===== src/hw/rtl/gra_pkg.sv =====
// Shared types and constants for the grouped running aggregate.
package gra_pkg;

  localparam int unsigned VAL_W    = 48;
  localparam int unsigned SAMPLE_W = 32;
  localparam int unsigned MODE_W   = 3;
  localparam int unsigned CFG_IDX_W  = 2;
  localparam int unsigned CFG_DATA_W = 3;

  localparam logic [VAL_W-1:0] VAL_MAX = {1'b0, {(VAL_W-1){1'b1}}};
  localparam logic [VAL_W-1:0] VAL_MIN = {1'b1, {(VAL_W-1){1'b0}}};

  // Aggregate modes
  typedef enum logic [MODE_W-1:0] {
    MODE_SUM   = 3'd0,
    MODE_AVG   = 3'd1,
    MODE_COUNT = 3'd2,
    MODE_MIN   = 3'd3,
    MODE_MAX   = 3'd4
  } mode_t;

  // Configuration register indexes
  localparam logic [CFG_IDX_W-1:0] CFG_MODE      = 2'd0;
  localparam logic [CFG_IDX_W-1:0] CFG_RESET_GRP = 2'd1;
  localparam logic [CFG_IDX_W-1:0] CFG_ACC_GRP   = 2'd2;

  // Sequencer states
  typedef enum logic [1:0] {
    ST_IDLE,
    ST_DIV_LOAD,
    ST_DIV_WAIT,
    ST_EMIT
  } state_t;

  // Divider request and response
  typedef struct packed {
    logic             start;
    logic [VAL_W-1:0] dividend;  // signed
    logic [VAL_W-1:0] divisor;   // unsigned, only the low count bits are used
  } div_req_t;

  typedef struct packed {
    logic             done;
    logic [VAL_W-1:0] quotient;  // signed, truncated toward zero
  } div_rsp_t;

  // Signed 48-bit add with saturation at both limits
  function automatic logic [VAL_W-1:0] sat_add(logic [VAL_W-1:0] a, logic [VAL_W-1:0] b);
    logic [VAL_W:0] sum;
    sum = {a[VAL_W-1], a} + {b[VAL_W-1], b};
    if (sum[VAL_W] != sum[VAL_W-1]) begin
      return sum[VAL_W] ? VAL_MIN : VAL_MAX;
    end
    return sum[VAL_W-1:0];
  endfunction

endpackage


===== src/hw/rtl/gra_in_if.sv =====
// Input channel: one sample beat with its two group-change flags.
interface gra_in_if;
  logic                                valid;
  logic                                ready;
  logic signed [gra_pkg::SAMPLE_W-1:0] sample;
  logic                                reset_group_changed;
  logic                                accumulate_group_changed;

  modport source (output valid, output sample, output reset_group_changed,
                  output accumulate_group_changed, input ready);
  modport sink   (input valid, input sample, input reset_group_changed,
                  input accumulate_group_changed, output ready);
endinterface


===== src/hw/rtl/gra_out_if.sv =====
// Result channel: one aggregate beat per record.
interface gra_out_if;
  logic                             valid;
  logic                             ready;
  logic signed [gra_pkg::VAL_W-1:0] aggregate;

  modport source (output valid, output aggregate, input ready);
  modport sink   (input valid, input aggregate, output ready);
endinterface


===== src/hw/rtl/gra_cfg_if.sv =====
// Configuration write channel: register index and write data.
interface gra_cfg_if;
  logic                              valid;
  logic                              ready;
  logic [gra_pkg::CFG_IDX_W-1:0]     index;
  logic [gra_pkg::CFG_DATA_W-1:0]    data;

  modport source (output valid, output index, output data, input ready);
  modport sink   (input valid, input index, input data, output ready);
endinterface


===== src/hw/rtl/gra_div.sv =====
// Bit-serial restoring divider: signed sum over unsigned count, one quotient bit per cycle.
module gra_div #(
  parameter int unsigned COUNT_BITS = 32
) (
  input  logic              clk,
  input  logic              rst_n,
  input  gra_pkg::div_req_t req,
  output gra_pkg::div_rsp_t rsp
);

  localparam int unsigned VW     = gra_pkg::VAL_W;
  localparam int unsigned STEP_W = $clog2(VW);

  logic                  busy_r, busy_nxt;
  logic                  done_r, done_nxt;
  logic [STEP_W-1:0]     step_r, step_nxt;
  logic [VW-1:0]         quo_r, quo_nxt;
  logic [COUNT_BITS-1:0] rem_r, rem_nxt;
  logic [COUNT_BITS-1:0] dvs_r, dvs_nxt;
  logic                  neg_r, neg_nxt;
  logic [COUNT_BITS+1:0] trial;
  logic                  fits;

  // Trial subtract of the divisor from the shifted partial remainder
  assign trial = {1'b0, rem_r, quo_r[VW-1]} - {2'b00, dvs_r};
  assign fits  = ~trial[COUNT_BITS+1];

  always_comb begin
    busy_nxt = busy_r;
    done_nxt = 1'b0;
    step_nxt = step_r;
    quo_nxt  = quo_r;
    rem_nxt  = rem_r;
    dvs_nxt  = dvs_r;
    neg_nxt  = neg_r;
    if (req.start) begin
      // load magnitude of the dividend; -2^47 maps to 2^47 unsigned
      busy_nxt = 1'b1;
      step_nxt = '0;
      neg_nxt  = req.dividend[VW-1];
      quo_nxt  = req.dividend[VW-1] ? (~req.dividend + VW'(1)) : req.dividend;
      rem_nxt  = '0;
      dvs_nxt  = req.divisor[COUNT_BITS-1:0];
    end else if (busy_r) begin
      // one quotient bit per cycle
      quo_nxt = {quo_r[VW-2:0], fits};
      rem_nxt = fits ? trial[COUNT_BITS-1:0] : {rem_r[COUNT_BITS-2:0], quo_r[VW-1]};
      step_nxt = step_r + STEP_W'(1);
      if (step_r == STEP_W'(VW - 1)) begin
        busy_nxt = 1'b0;
        done_nxt = 1'b1;
      end
    end
  end

  always_ff @(posedge clk) begin
    if (!rst_n) begin
      busy_r <= 1'b0;
      done_r <= 1'b0;
      step_r <= '0;
    end else begin
      busy_r <= busy_nxt;
      done_r <= done_nxt;
      step_r <= step_nxt;
    end
    quo_r <= quo_nxt;
    rem_r <= rem_nxt;
    dvs_r <= dvs_nxt;
    neg_r <= neg_nxt;
  end

  // Sign fix-up of the finished quotient
  assign rsp.done     = done_r;
  assign rsp.quotient = neg_r ? (~quo_r + VW'(1)) : quo_r;

endmodule


===== src/hw/rtl/grouped_running_aggregate.sv =====
// Top level of the grouped running aggregate: state, sequencer and result register.
// Sum, count, minimum and maximum go from the taken beat to ST_EMIT and then into the output register;
//   average first passes ST_DIV_LOAD and ST_DIV_WAIT, where the bit-serial divider gives one quotient bit per cycle.
// A new beat is taken only in ST_IDLE, after the last result was emitted; ST_EMIT waits for a free output register.
// A finished result waits in the output register while the next beat is taken.
// Reset (rst_n low, synchronous): state, running, config and output-valid registers cleared, first-sample flag set.
module grouped_running_aggregate #(
  parameter int unsigned COUNT_BITS = 32
) (
  input  logic       clk,
  input  logic       rst_n,
  gra_in_if.sink     in_ch,
  gra_out_if.source  out_ch,
  gra_cfg_if.sink    cfg_ch
);

  localparam int unsigned VW = gra_pkg::VAL_W;

  gra_pkg::state_t              state_r, state_nxt;
  logic [gra_pkg::MODE_W-1:0]   aggregate_mode_r;
  logic                         reset_group_used_r;
  logic                         accumulate_group_used_r;

  logic [VW-1:0]                running_value_r, running_value_nxt;
  logic [VW-1:0]                running_sum_r, running_sum_nxt;
  logic [COUNT_BITS-1:0]        sample_count_r, sample_count_nxt;
  logic                         awaiting_first_r, awaiting_first_nxt;

  logic                         out_valid_r, out_valid_nxt;
  logic [VW-1:0]                out_aggregate_r, out_aggregate_nxt;

  logic                         in_beat;
  logic                         clr_grp;
  logic                         do_acc;
  logic [VW-1:0]                smp_ext;
  logic [VW-1:0]                rv0, rs0;
  logic [COUNT_BITS-1:0]        cnt0;
  logic                         af0;
  logic                         out_free;

  gra_pkg::div_req_t            div_req;
  gra_pkg::div_rsp_t            div_rsp;

  assign in_ch.ready  = (state_r == gra_pkg::ST_IDLE);
  assign in_beat      = in_ch.valid & in_ch.ready;
  assign cfg_ch.ready = 1'b1;
  assign out_free     = ~out_valid_r | out_ch.ready;

  // Group handling: reset check first, then accumulate gating
  assign clr_grp = reset_group_used_r & in_ch.reset_group_changed;
  assign do_acc  = ~accumulate_group_used_r | in_ch.accumulate_group_changed;
  assign smp_ext = {{(VW - gra_pkg::SAMPLE_W){in_ch.sample[gra_pkg::SAMPLE_W-1]}}, in_ch.sample};
  assign rv0  = clr_grp ? '0 : running_value_r;
  assign rs0  = clr_grp ? '0 : running_sum_r;
  assign cnt0 = clr_grp ? '0 : sample_count_r;
  assign af0  = clr_grp | awaiting_first_r;

  // Divider operands come from the registered sum and count
  assign div_req.start    = (state_r == gra_pkg::ST_DIV_LOAD);
  assign div_req.dividend = running_sum_r;
  assign div_req.divisor  = VW'(sample_count_r);

  gra_div #(.COUNT_BITS(COUNT_BITS)) u_div (
    .clk  (clk),
    .rst_n(rst_n),
    .req  (div_req),
    .rsp  (div_rsp)
  );

  // Sequencer and record update
  always_comb begin
    state_nxt          = state_r;
    running_value_nxt  = running_value_r;
    running_sum_nxt    = running_sum_r;
    sample_count_nxt   = sample_count_r;
    awaiting_first_nxt = awaiting_first_r;
    out_valid_nxt      = out_valid_r & ~out_ch.ready;
    out_aggregate_nxt  = out_aggregate_r;
    unique case (state_r)
      gra_pkg::ST_IDLE: begin
        if (in_beat) begin
          running_value_nxt  = rv0;
          running_sum_nxt    = rs0;
          sample_count_nxt   = cnt0;
          awaiting_first_nxt = af0;
          state_nxt          = gra_pkg::ST_EMIT;
          if (do_acc) begin
            case (aggregate_mode_r)
              gra_pkg::MODE_SUM: begin
                running_value_nxt = gra_pkg::sat_add(rv0, smp_ext);
              end
              gra_pkg::MODE_AVG: begin
                running_sum_nxt = gra_pkg::sat_add(rs0, smp_ext);
                if (~&cnt0) begin
                  sample_count_nxt = cnt0 + COUNT_BITS'(1);
                end
                state_nxt = gra_pkg::ST_DIV_LOAD;
              end
              gra_pkg::MODE_COUNT: begin
                if (rv0 != gra_pkg::VAL_MAX) begin
                  running_value_nxt = rv0 + VW'(1);
                end
              end
              gra_pkg::MODE_MIN: begin
                if (af0 || ($signed(smp_ext) < $signed(rv0))) begin
                  running_value_nxt  = smp_ext;
                  awaiting_first_nxt = 1'b0;
                end
              end
              gra_pkg::MODE_MAX: begin
                if (af0 || ($signed(smp_ext) > $signed(rv0))) begin
                  running_value_nxt  = smp_ext;
                  awaiting_first_nxt = 1'b0;
                end
              end
              default: begin
                // unused modes hold the running value
              end
            endcase
          end
        end
      end
      gra_pkg::ST_DIV_LOAD: begin
        state_nxt = gra_pkg::ST_DIV_WAIT;
      end
      gra_pkg::ST_DIV_WAIT: begin
        if (div_rsp.done) begin
          running_value_nxt = div_rsp.quotient;
          state_nxt         = gra_pkg::ST_EMIT;
        end
      end
      gra_pkg::ST_EMIT: begin
        if (out_free) begin
          out_valid_nxt     = 1'b1;
          out_aggregate_nxt = running_value_r;
          state_nxt         = gra_pkg::ST_IDLE;
        end
      end
      default: begin
        state_nxt = gra_pkg::ST_IDLE;
      end
    endcase
  end

  always_ff @(posedge clk) begin
    if (!rst_n) begin
      state_r <= gra_pkg::ST_IDLE;
    end else begin
      state_r <= state_nxt;
    end
  end

  // Running state and result register
  always_ff @(posedge clk) begin
    if (!rst_n) begin
      running_value_r  <= '0;
      running_sum_r    <= '0;
      sample_count_r   <= '0;
      awaiting_first_r <= 1'b1;
      out_valid_r      <= 1'b0;
    end else begin
      running_value_r  <= running_value_nxt;
      running_sum_r    <= running_sum_nxt;
      sample_count_r   <= sample_count_nxt;
      awaiting_first_r <= awaiting_first_nxt;
      out_valid_r      <= out_valid_nxt;
    end
    out_aggregate_r <= out_aggregate_nxt;
  end

  // Configuration registers
  always_ff @(posedge clk) begin
    if (!rst_n) begin
      aggregate_mode_r        <= '0;
      reset_group_used_r      <= 1'b0;
      accumulate_group_used_r <= 1'b0;
    end else if (cfg_ch.valid) begin
      unique case (cfg_ch.index)
        gra_pkg::CFG_MODE:      aggregate_mode_r        <= cfg_ch.data;
        gra_pkg::CFG_RESET_GRP: reset_group_used_r      <= cfg_ch.data[0];
        gra_pkg::CFG_ACC_GRP:   accumulate_group_used_r <= cfg_ch.data[0];
        default: begin
          // index beyond the register list: ignored
        end
      endcase
    end
  end

  assign out_ch.valid     = out_valid_r;
  assign out_ch.aggregate = out_aggregate_r;

  // Divider only finishes while the sequencer waits on it
  a_div_done_in_wait: assert property (@(posedge clk) disable iff (!rst_n)
    div_rsp.done |-> (state_r == gra_pkg::ST_DIV_WAIT))
    else $error("divider finished outside its wait state");

  // Running value untouched while the division runs
  a_value_held_in_div: assert property (@(posedge clk) disable iff (!rst_n)
    (state_r == gra_pkg::ST_DIV_WAIT && !div_rsp.done) |=> $stable(running_value_r))
    else $error("running value changed during division");

  // A free output register takes the running value on emit
  a_emit_loads: assert property (@(posedge clk) disable iff (!rst_n)
    (state_r == gra_pkg::ST_EMIT && out_free)
      |=> (out_valid_r && out_aggregate_r == $past(running_value_r)))
    else $error("emit did not load the result register");

endmodule

===== src/flat_wrapper.sv =====
// flat-port wrapper written by rule: the top's interface ports become plain ports
module grouped_running_aggregate_flat 
#(
  parameter int unsigned COUNT_BITS = 32
)
  (clk, rst_n, in_ch_valid, in_ch_sample, in_ch_reset_group_changed, in_ch_accumulate_group_changed, in_ch_ready, out_ch_valid, out_ch_aggregate, out_ch_ready, cfg_ch_valid, cfg_ch_index, cfg_ch_data, cfg_ch_ready);
  gra_in_if in_ch_i ();
  gra_out_if out_ch_i ();
  gra_cfg_if cfg_ch_i ();
  input  logic clk;
  input  logic rst_n;
  input wire logic [$bits(in_ch_i.valid)-1:0] in_ch_valid;
  input wire logic [$bits(in_ch_i.sample)-1:0] in_ch_sample;
  input wire logic [$bits(in_ch_i.reset_group_changed)-1:0] in_ch_reset_group_changed;
  input wire logic [$bits(in_ch_i.accumulate_group_changed)-1:0] in_ch_accumulate_group_changed;
  output wire logic [$bits(in_ch_i.ready)-1:0] in_ch_ready;
  output wire logic [$bits(out_ch_i.valid)-1:0] out_ch_valid;
  output wire logic [$bits(out_ch_i.aggregate)-1:0] out_ch_aggregate;
  input wire logic [$bits(out_ch_i.ready)-1:0] out_ch_ready;
  input wire logic [$bits(cfg_ch_i.valid)-1:0] cfg_ch_valid;
  input wire logic [$bits(cfg_ch_i.index)-1:0] cfg_ch_index;
  input wire logic [$bits(cfg_ch_i.data)-1:0] cfg_ch_data;
  output wire logic [$bits(cfg_ch_i.ready)-1:0] cfg_ch_ready;
  assign in_ch_i.valid = in_ch_valid;
  assign in_ch_i.sample = in_ch_sample;
  assign in_ch_i.reset_group_changed = in_ch_reset_group_changed;
  assign in_ch_i.accumulate_group_changed = in_ch_accumulate_group_changed;
  assign in_ch_ready = in_ch_i.ready;
  assign out_ch_valid = out_ch_i.valid;
  assign out_ch_aggregate = out_ch_i.aggregate;
  assign out_ch_i.ready = out_ch_ready;
  assign cfg_ch_i.valid = cfg_ch_valid;
  assign cfg_ch_i.index = cfg_ch_index;
  assign cfg_ch_i.data = cfg_ch_data;
  assign cfg_ch_ready = cfg_ch_i.ready;
  grouped_running_aggregate #(.COUNT_BITS(COUNT_BITS)) u_core (.clk(clk), .rst_n(rst_n), .in_ch(in_ch_i), .out_ch(out_ch_i), .cfg_ch(cfg_ch_i));
endmodule

===== config.mk =====
export PLATFORM = sky130hd
export DESIGN_NAME = grouped_running_aggregate_flat
export DESIGN_NICKNAME = d
export VERILOG_FILES = /design/src/hw/rtl/gra_pkg.sv /design/src/hw/rtl/gra_in_if.sv /design/src/hw/rtl/gra_out_if.sv /design/src/hw/rtl/gra_cfg_if.sv /design/src/hw/rtl/gra_div.sv /design/src/hw/rtl/grouped_running_aggregate.sv /design/src/flat_wrapper.sv
export SDC_FILE = /design/constraint.sdc
export NUM_CORES = 1
export LEC_CHECK = 0
export BUFFER_PORTS_ARGS = -buffer_cell sky130_fd_sc_hd__buf_2
export CAP_MARGIN = 20
export CORE_ASPECT_RATIO = 0.8
export CORE_UTILIZATION = 30
export DETAILED_ROUTE_END_ITERATION = 12
export PLACE_DENSITY = 0.48
export REMOVE_ABC_BUFFERS = 1
export SKIP_LAST_GASP = 1
export SYNTH_ARGS = -nofsm -noshare
export SYNTH_HDL_FRONTEND = slang
export SYNTH_SLANG_ARGS = --single-unit

===== constraint.sdc =====
create_clock -name clk -period 13.8 [get_ports clk]
set_clock_uncertainty 0.2 [all_clocks]
set_input_delay 4.14 -clock clk [delete_from_list [all_inputs] [get_ports clk]]
set_output_delay 4.14 -clock clk [all_outputs]
set_load 0.1 [all_outputs]

Word level (Yosys, flattened, before mapping)
Index checks and enable logic that the tools add are counted.
W data, S select, Z words.
- input port bits: 44
- output and inout port bits: 51
- RAM bits: 0
- memories kept: 0
- flip-flop bits (word level): 306
- bits in latches: 0
- memory bits (read-only): 0
- reductions and logical operators: 17
- multiplexer cells: 53
- order comparisons: 2
- bitwise logic cells: 14
- div/mod/pow operators: 0
- shifts and indexed selects: 0
- equal/unequal tests: 16
- $mul: 0
- add/sub/neg operators: 8
- operator list (cell ; count):
    $mux W48 ; 20
    $pmux W48 S4 ; 1
    $mux W32 ; 5
    $add A48 B1 Y48 const B ; 3
    $add A48 B32 Y49 ; 2
    $not A48 Y48 ; 2
    $pmux W48 S2 ; 1
    $gt A32 B48 Y1 ; 1
    $lt A32 B48 Y1 ; 1
    $ne A48 B47 Y1 const B ; 1
    $sub A33 B32 Y34 ; 1
    $add A32 B1 Y32 const B ; 1
    $reduce_and A32 Y1 ; 1
    $mux W1 ; 19
    $mux W2 ; 5
    $reduce_and A2 Y1 ; 5
    $pmux W2 S4 ; 1
    $add A6 B1 Y6 const B ; 1
    $eq A2 B2 Y1 const B ; 3
    $eq A3 B2 Y1 const B ; 2
    $eq A6 B6 Y1 const B ; 1
    $not A1 Y1 ; 6
    $reduce_and A3 Y1 ; 2
    $eq A2 B1 Y1 const B ; 2
    other kinds (14) ; 23

Logic depth before layout (Yosys ltp)
- depth after elaboration: 14
- depth in mapped cells: 24
- mapped depth without buffers: 16

Cells and area by module
A second synthesis with hierarchy kept.
- cell total of the unflattened synthesis: 3361
- area total of the unflattened synthesis: 26879.5 um2
- modules (own cells, without submodules) (module ; cells an instance ; instances ; sequential area each (um2) ; area an instance (um2)):
    grouped_running_aggregate ; 2395 ; 1 ; 4184.0 ; 18203.7
    gra_div ; 966 ; 1 ; 3233.1 ; 8675.8

Worst setup path after synthesis
Ideal clock, no wire load.
- path type: input-to-reg
- start point: input in_ch_reset_group_changed
- end point: register u_core.running_sum_r[20]
- setup time: 0.128 ns
- required time: 13.472 ns
- arrival: 8.704 ns
- buffers on the path: 9
- path slack: 4.768 ns
- stages on the path: 23
- cell sequence: buf_2 -> nand2_1 -> buf_2 -> buf_1 -> clkbuf_1 -> clkbuf_1 -> clkbuf_1 -> clkbuf_1 -> and2_1 -> ha_1 -> a21oi_1 -> o211ai_1 -> a211oi_1 -> nor4_1 -> o31ai_1 -> a211oi_1 -> a41oi_1 -> and2_1 -> buf_2 -> clkbuf_1 -> o21ai_0 -> a22oi_1 -> nor2_1
- longest elaborated chain between the ends: 12
- elaborated cells between the ends (all ways): 14
- classes of those cells: add/sub: 1; eq/ne: 1; mux: 11; bitwise: 1
- ends and longest elaborated chain (element ; line ; RTL):
    start, declared ; flat_wrapper.sv:14 ; input wire logic [$bits(in_ch_i.reset_group_changed)-1:0] in_ch_reset_group_changed;
    $and A1 B1 Y1 (*) ; grouped_running_aggregate.sv:50 ; assign clr_grp = reset_group_used_r & in_ch.reset_group_changed;
    $mux W48 (*) ; grouped_running_aggregate.sv:54 ; assign rs0 = clr_grp ? '0 : running_sum_r;
    $add A48 B32 Y49 ; gra_pkg.sv:50 ; sum = {a[VAL_W-1], a} + {b[VAL_W-1], b};
    $ne A1 B1 Y1 ; gra_pkg.sv:51 ; if (sum[VAL_W] != sum[VAL_W-1]) begin
    $mux W1 ; gra_pkg.sv:51 ;
    $mux W1 ; grouped_running_aggregate.sv:88 ; case (aggregate_mode_r)
    $mux W1 ; grouped_running_aggregate.sv:87 ; if (do_acc) begin
    $mux W1 ; grouped_running_aggregate.sv:81 ; if (in_beat) begin
    $mux W1 ; grouped_running_aggregate.sv:79 ; unique case (state_r)
    $mux W48 ; gra_pkg.sv:54 ; return sum[VAL_W-1:0];
    $mux W48 ; grouped_running_aggregate.sv:88 ;
    $mux W48 (*) ; grouped_running_aggregate.sv:87 ;
    end signal, assigned ; grouped_running_aggregate.sv:163 ; running_sum_r <= running_sum_nxt;
    end, declared ; grouped_running_aggregate.sv:25 ; logic [VW-1:0] running_sum_r, running_sum_nxt;
Every way passes the cells marked *; elsewhere a longest branch is shown, timed or not. The select of a mux whose other input is x is not followed.
A chain may end at the register's enable or synchronous reset.

Worst setup path after layout
- start point: input in_ch_reset_group_changed
- end point: register u_core.running_value_r[35]
- longest elaborated chain between the ends: 14
- elaborated cells between the ends (all ways): 26
- classes of those cells: add/sub: 2; order compare: 2; eq/ne: 2; mux: 16; bitwise: 2; reduce/logical: 2
- ends and longest elaborated chain (element ; line ; RTL):
    $and A1 B1 Y1 (*) ; grouped_running_aggregate.sv:50 ;
    $mux W48 ; grouped_running_aggregate.sv:53 ; assign rv0 = clr_grp ? '0 : running_value_r;
    $add A48 B32 Y49 ; gra_pkg.sv:50 ;
    $ne A1 B1 Y1 ; gra_pkg.sv:51 ;
    $mux W1 ; gra_pkg.sv:51 ;
    $mux W1 ; grouped_running_aggregate.sv:88 ;
    $mux W1 ; grouped_running_aggregate.sv:87 ;
    $mux W1 ; grouped_running_aggregate.sv:81 ;
    $mux W1 ; grouped_running_aggregate.sv:79 ;
    $mux W48 ; gra_pkg.sv:54 ;
    $pmux W48 S4 ; grouped_running_aggregate.sv:88 ;
    $mux W48 (*) ; grouped_running_aggregate.sv:87 ;
    $mux W48 (*) ; grouped_running_aggregate.sv:81 ;
    $pmux W48 S2 (*) ; grouped_running_aggregate.sv:79 ;
    end signal, assigned ; grouped_running_aggregate.sv:162 ; running_value_r <= running_value_nxt;
    end, declared ; grouped_running_aggregate.sv:24 ; logic [VW-1:0] running_value_r, running_value_nxt;
Marks and branches as above.

==> impl_metrics.csv <==
group,metric,value,unit
run_status,outcome,"completed",
die,die_height,268,um
setup_path,critical_path_required,14070,ps
timing,fin_hold_ws,255,ps
clock_tree,cts_hold_repair.buffers,0,
power,fin_total_pwr,5.66,mW
place,io_buffers,93,
die,die-width,335,um
setup_path,critPathMaxStageDelay,690,ps
finish,final_design_area_no_fill,29600,um2
clock_tree,clkSinkCount,306,
setup_path,cp_data_arrival_time,9890,ps
synthesis,ys_types,90,
finish,multiInputGateArea,17900,um2
clock_tree,clk-insertion-delay-late,610,ps
setup_path,worstSetupPathType,"input pin to flop",
synthesis,synth_most_common_cell,"a21oi_1",
finish,fillerInstances,9364,
global_route,globalRoute.totalOverflow,0,
power,power-per-cell-area,191,nW/um2
global_route,grt_first_pass_wirelength,150000,um
timing,finalSetupTns,0,ps
place,place.detailed.instances,4501,
timing,period_needed,9620,ps
finish,nets,3587,
route,vias_per_instance,5.60,
finish,area_grow_syn2layout,11.3,%
global_route,aggregate_global_route_resource_usage,21.4,%
finish,drive_above_1_share,8.03,%
route,drc,0,
synthesis,syn-mean-instance-area,7.95,um2
setup_path,timing.critical_path.to_type,"flop",
clock_tree,cts.root.buffer_cell,"clkbuf_16",
route,detailedRoute.firstIterationViolations,2347,
power,ir_worst_vdd,92.4,uV
synthesis,post_synth_main_area_contributors,"edfxtp_1 15%, dfxtp_1 13%, ha_1 8.7%",
hold_path,hp_class,"flop to flop",
synthesis,async_flop_share,0,%
flow_run,drv_cap,0,
setup_path,worst_setup_path_start_kind,"input pin",
synthesis,synth_top_area_cell,"edfxtp_1",
route,antenna_left,0,
setup_path,cp_max_fo,66,
clock_tree,postCtsResizedCells,0,
global_route,grt_pass1_vias,23700,
timing,achievable-frequency,0.104,GHz
place,cell_area_after_placement,28300,um2
synthesis,flop_and_latch_count_out_of_synthesis,306,
timing,finalHoldViolCount,0,
die,design.die.area,89800,um2
synthesis,yosys_warnings,0,
power,power.static_leakage,12.0,nW
die,fp-row-count,97,
synthesis,synth_top_cell_area_share,14.6,%
timing,max-slew-margin-rel,27.0,%
timing,grt_setup_unrepaired,"false",
synthesis,synthTopCellsByCount,"324 x a21oi_1, 303 x nand2_1, 291 x nor2_1",
timing,worst_slew_pin_slew,1080,ps
setup_path,critical_path.slowest_cell,"a31o_2",
synthesis,netlist_area,26600,um2
die,initial_core_utilization,30.3,%
setup_path,worst_r2r_startpoint,"u_core.reset_group_used_r",
clock_tree,clk_pin_slew,60,ps
setup_path,timing.critical_path.cells,"buf_2 -> nand2_4 -> buf_4 -> nand2_1 -> ha_1 -> nand3_1 -> nor4_1 -> a221oi_1 -> a211oi_1 -> or3_1 -> a31o_2 -> buf_4 -> mux2_2 -> a221oi_1 -> o21ai_0 -> a31oi_1 -> a2111oi_0",
synthesis,synthesis.instances,3344,
route,vias,25600,
route,route.detailed.wl_per_inst,21.6,um
timing,final_period_util,69.7,%
place,gp_congestion,0.957,
synthesis,synth-main-ff-cell,"dfxtp_1",
clock_tree,clock_tree.htree_level_count,2,
timing,maxSlewViolCount,0,
hold_path,hold_path_startpoint,"u_core.sample_count_r[0]",
clock_tree,clockBufferDepth,3,
die,core_region_area,87600,um2
route,drt_pass1_iterations,7,
die,floorplan.io_pins,95,
synthesis,synth.yosys.seq_area_share,27.9,%
global_route,antenna_found_initial,2,
finish,final-instance-count-excl-fill,4578,
route,wirelength,98900,um
clock_tree,post_cts.repair.setup_buffers,0,
synthesis,synth_edf_count,129,
clock_tree,tritoncts,"done",
timing,report.final.setup_viol,0,
global_route,grt_max_degree,88,
clock_tree,cts_inserted_buffers,41,
place,dp_hpwl,73300,um
setup_path,setup.worst_path.start,"in_ch_reset_group_changed",
finish,seq_area,7420,um2
-- layer usage --
metal | up-vias | routed length (um) | part of all wire (%) | track usage [%]
met5 | - | 0 | 0 | 0
met4 | 0 | 2150 | 2.2 | 4.99
met3 | 143 | 7680 | 7.8 | 3.59
met2 | 957 | 39000 | 39 | 30.1
met1 | 12200 | 50100 | 51 | 33.3
li1 | 12300 | - | - | -
-- path summary, 6_finish.rpt --
path / to / slack (ps) / cells after the start
min: u_core.u_div.dvs_r[0] / 260 / 0
max reg2reg: u_core.running_value_r[35] / 7230 / 16
min reg2reg: u_core.u_div.dvs_r[0] / 260 / 0
max: u_core.running_value_r[35] / 4180 / 17
-- flip-flops by register name, summed over array words and instances (netlist names) --
name and cells:
u_core.u_div.dvs_r 32, u_core.out_ch.aggregate 48, u_core.u_div.rem_r 32, u_core.awaiting_first_r 1
u_core.u_div.step_r 6, u_core.u_div.busy_r 1, u_core.u_div.done_r 1, u_core.reset_group_used_r 1
u_core.accumulate_group_used_r 1, u_core.out_ch.valid 1, u_core.aggregate_mode_r 3, u_core.state_r 2
u_core.running_sum_r 48, u_core.running_value_r 48, u_core.u_div.quo_r 48, u_core.u_div.neg_r 1
u_core.sample_count_r 32
-- where the power goes --
group	internal (mW)	switching [mW]
clock network	0.627	0.471
registers	1.26	0.290
logic	1.05	1.96
-- layout by cell type, fill, tap and decap left out, drive strengths merged, types with 19 or more instances in the layout --
cell    count
clkbuf     51
or3        39
a22o       21
a31oi      26
o21ai     247
inv       171
nor3       80
xor2      114
nor2      292
dfxtp     177
or2        22
a21o       45
a21oi     324
nand3      85
a211oi     68
and3       27
edfxtp    129
buf       130
nor2b      25
nand4      38
and2       70
o211ai     22
nand2     303
ha        184
o31ai      42
clkinv     20
nor4       30
o221ai     41
or4        20
mux2i      95
nand2b     34
xnor2     152
o21bai     19
-- layout make-up --
cell class / count / area share, %
Antenna cell: 1 / 0.00846
Clock buffer: 51 / 3.73
Clock inverter: 25 / 0.757
Inverter: 171 / 2.17
Multi-Input combinational cell: 2705 / 60.6
Sequential cell: 306 / 25.1
Tap cell: 1188 / 5.02
Timing Repair Buffer: 131 / 2.59
-- worst max-delay path: cells and delay by family --
| family | cells | cell delay, ps |
|---|---|---|
| multiplexers | 1 | 380 |
| AND/OR/NAND/NOR | 5 | 1460 |
| buffers and inverters | 3 | 1430 |
| AO/OA/AOI/OAI | 7 | 2000 |
| adder cells (fa/ha/maj) | 1 | 420 |
-- through the flow --
step                      worst slack, ps  utilization [%]
after floorplan                      3790                -
after global placement               3520             32.2
after detailed placement             3750             32.2
after CTS                            4360             33.8
after global routing                 4000             33.8
final                                4180             33.8
-- logic make-up (layout without fill, tap and decap cells) --
family / count (synthesis) / in the layout / share of synthesized area [%]
other: 1 / 2 / 0.0141
flip-flops: 306 / 306 / 27.9
AO/OA/AOI/OAI: 1043 / 1043 / 25.2
multiplexers: 107 / 107 / 4.11
AND/OR/NAND/NOR: 1101 / 1101 / 20.1
XOR/XNOR: 266 / 266 / 8.77
buffers and inverters: 333 / 378 / 4.97
adder cells (fa/ha/maj): 187 / 187 / 8.89
(Power assumes the default switching activity.)
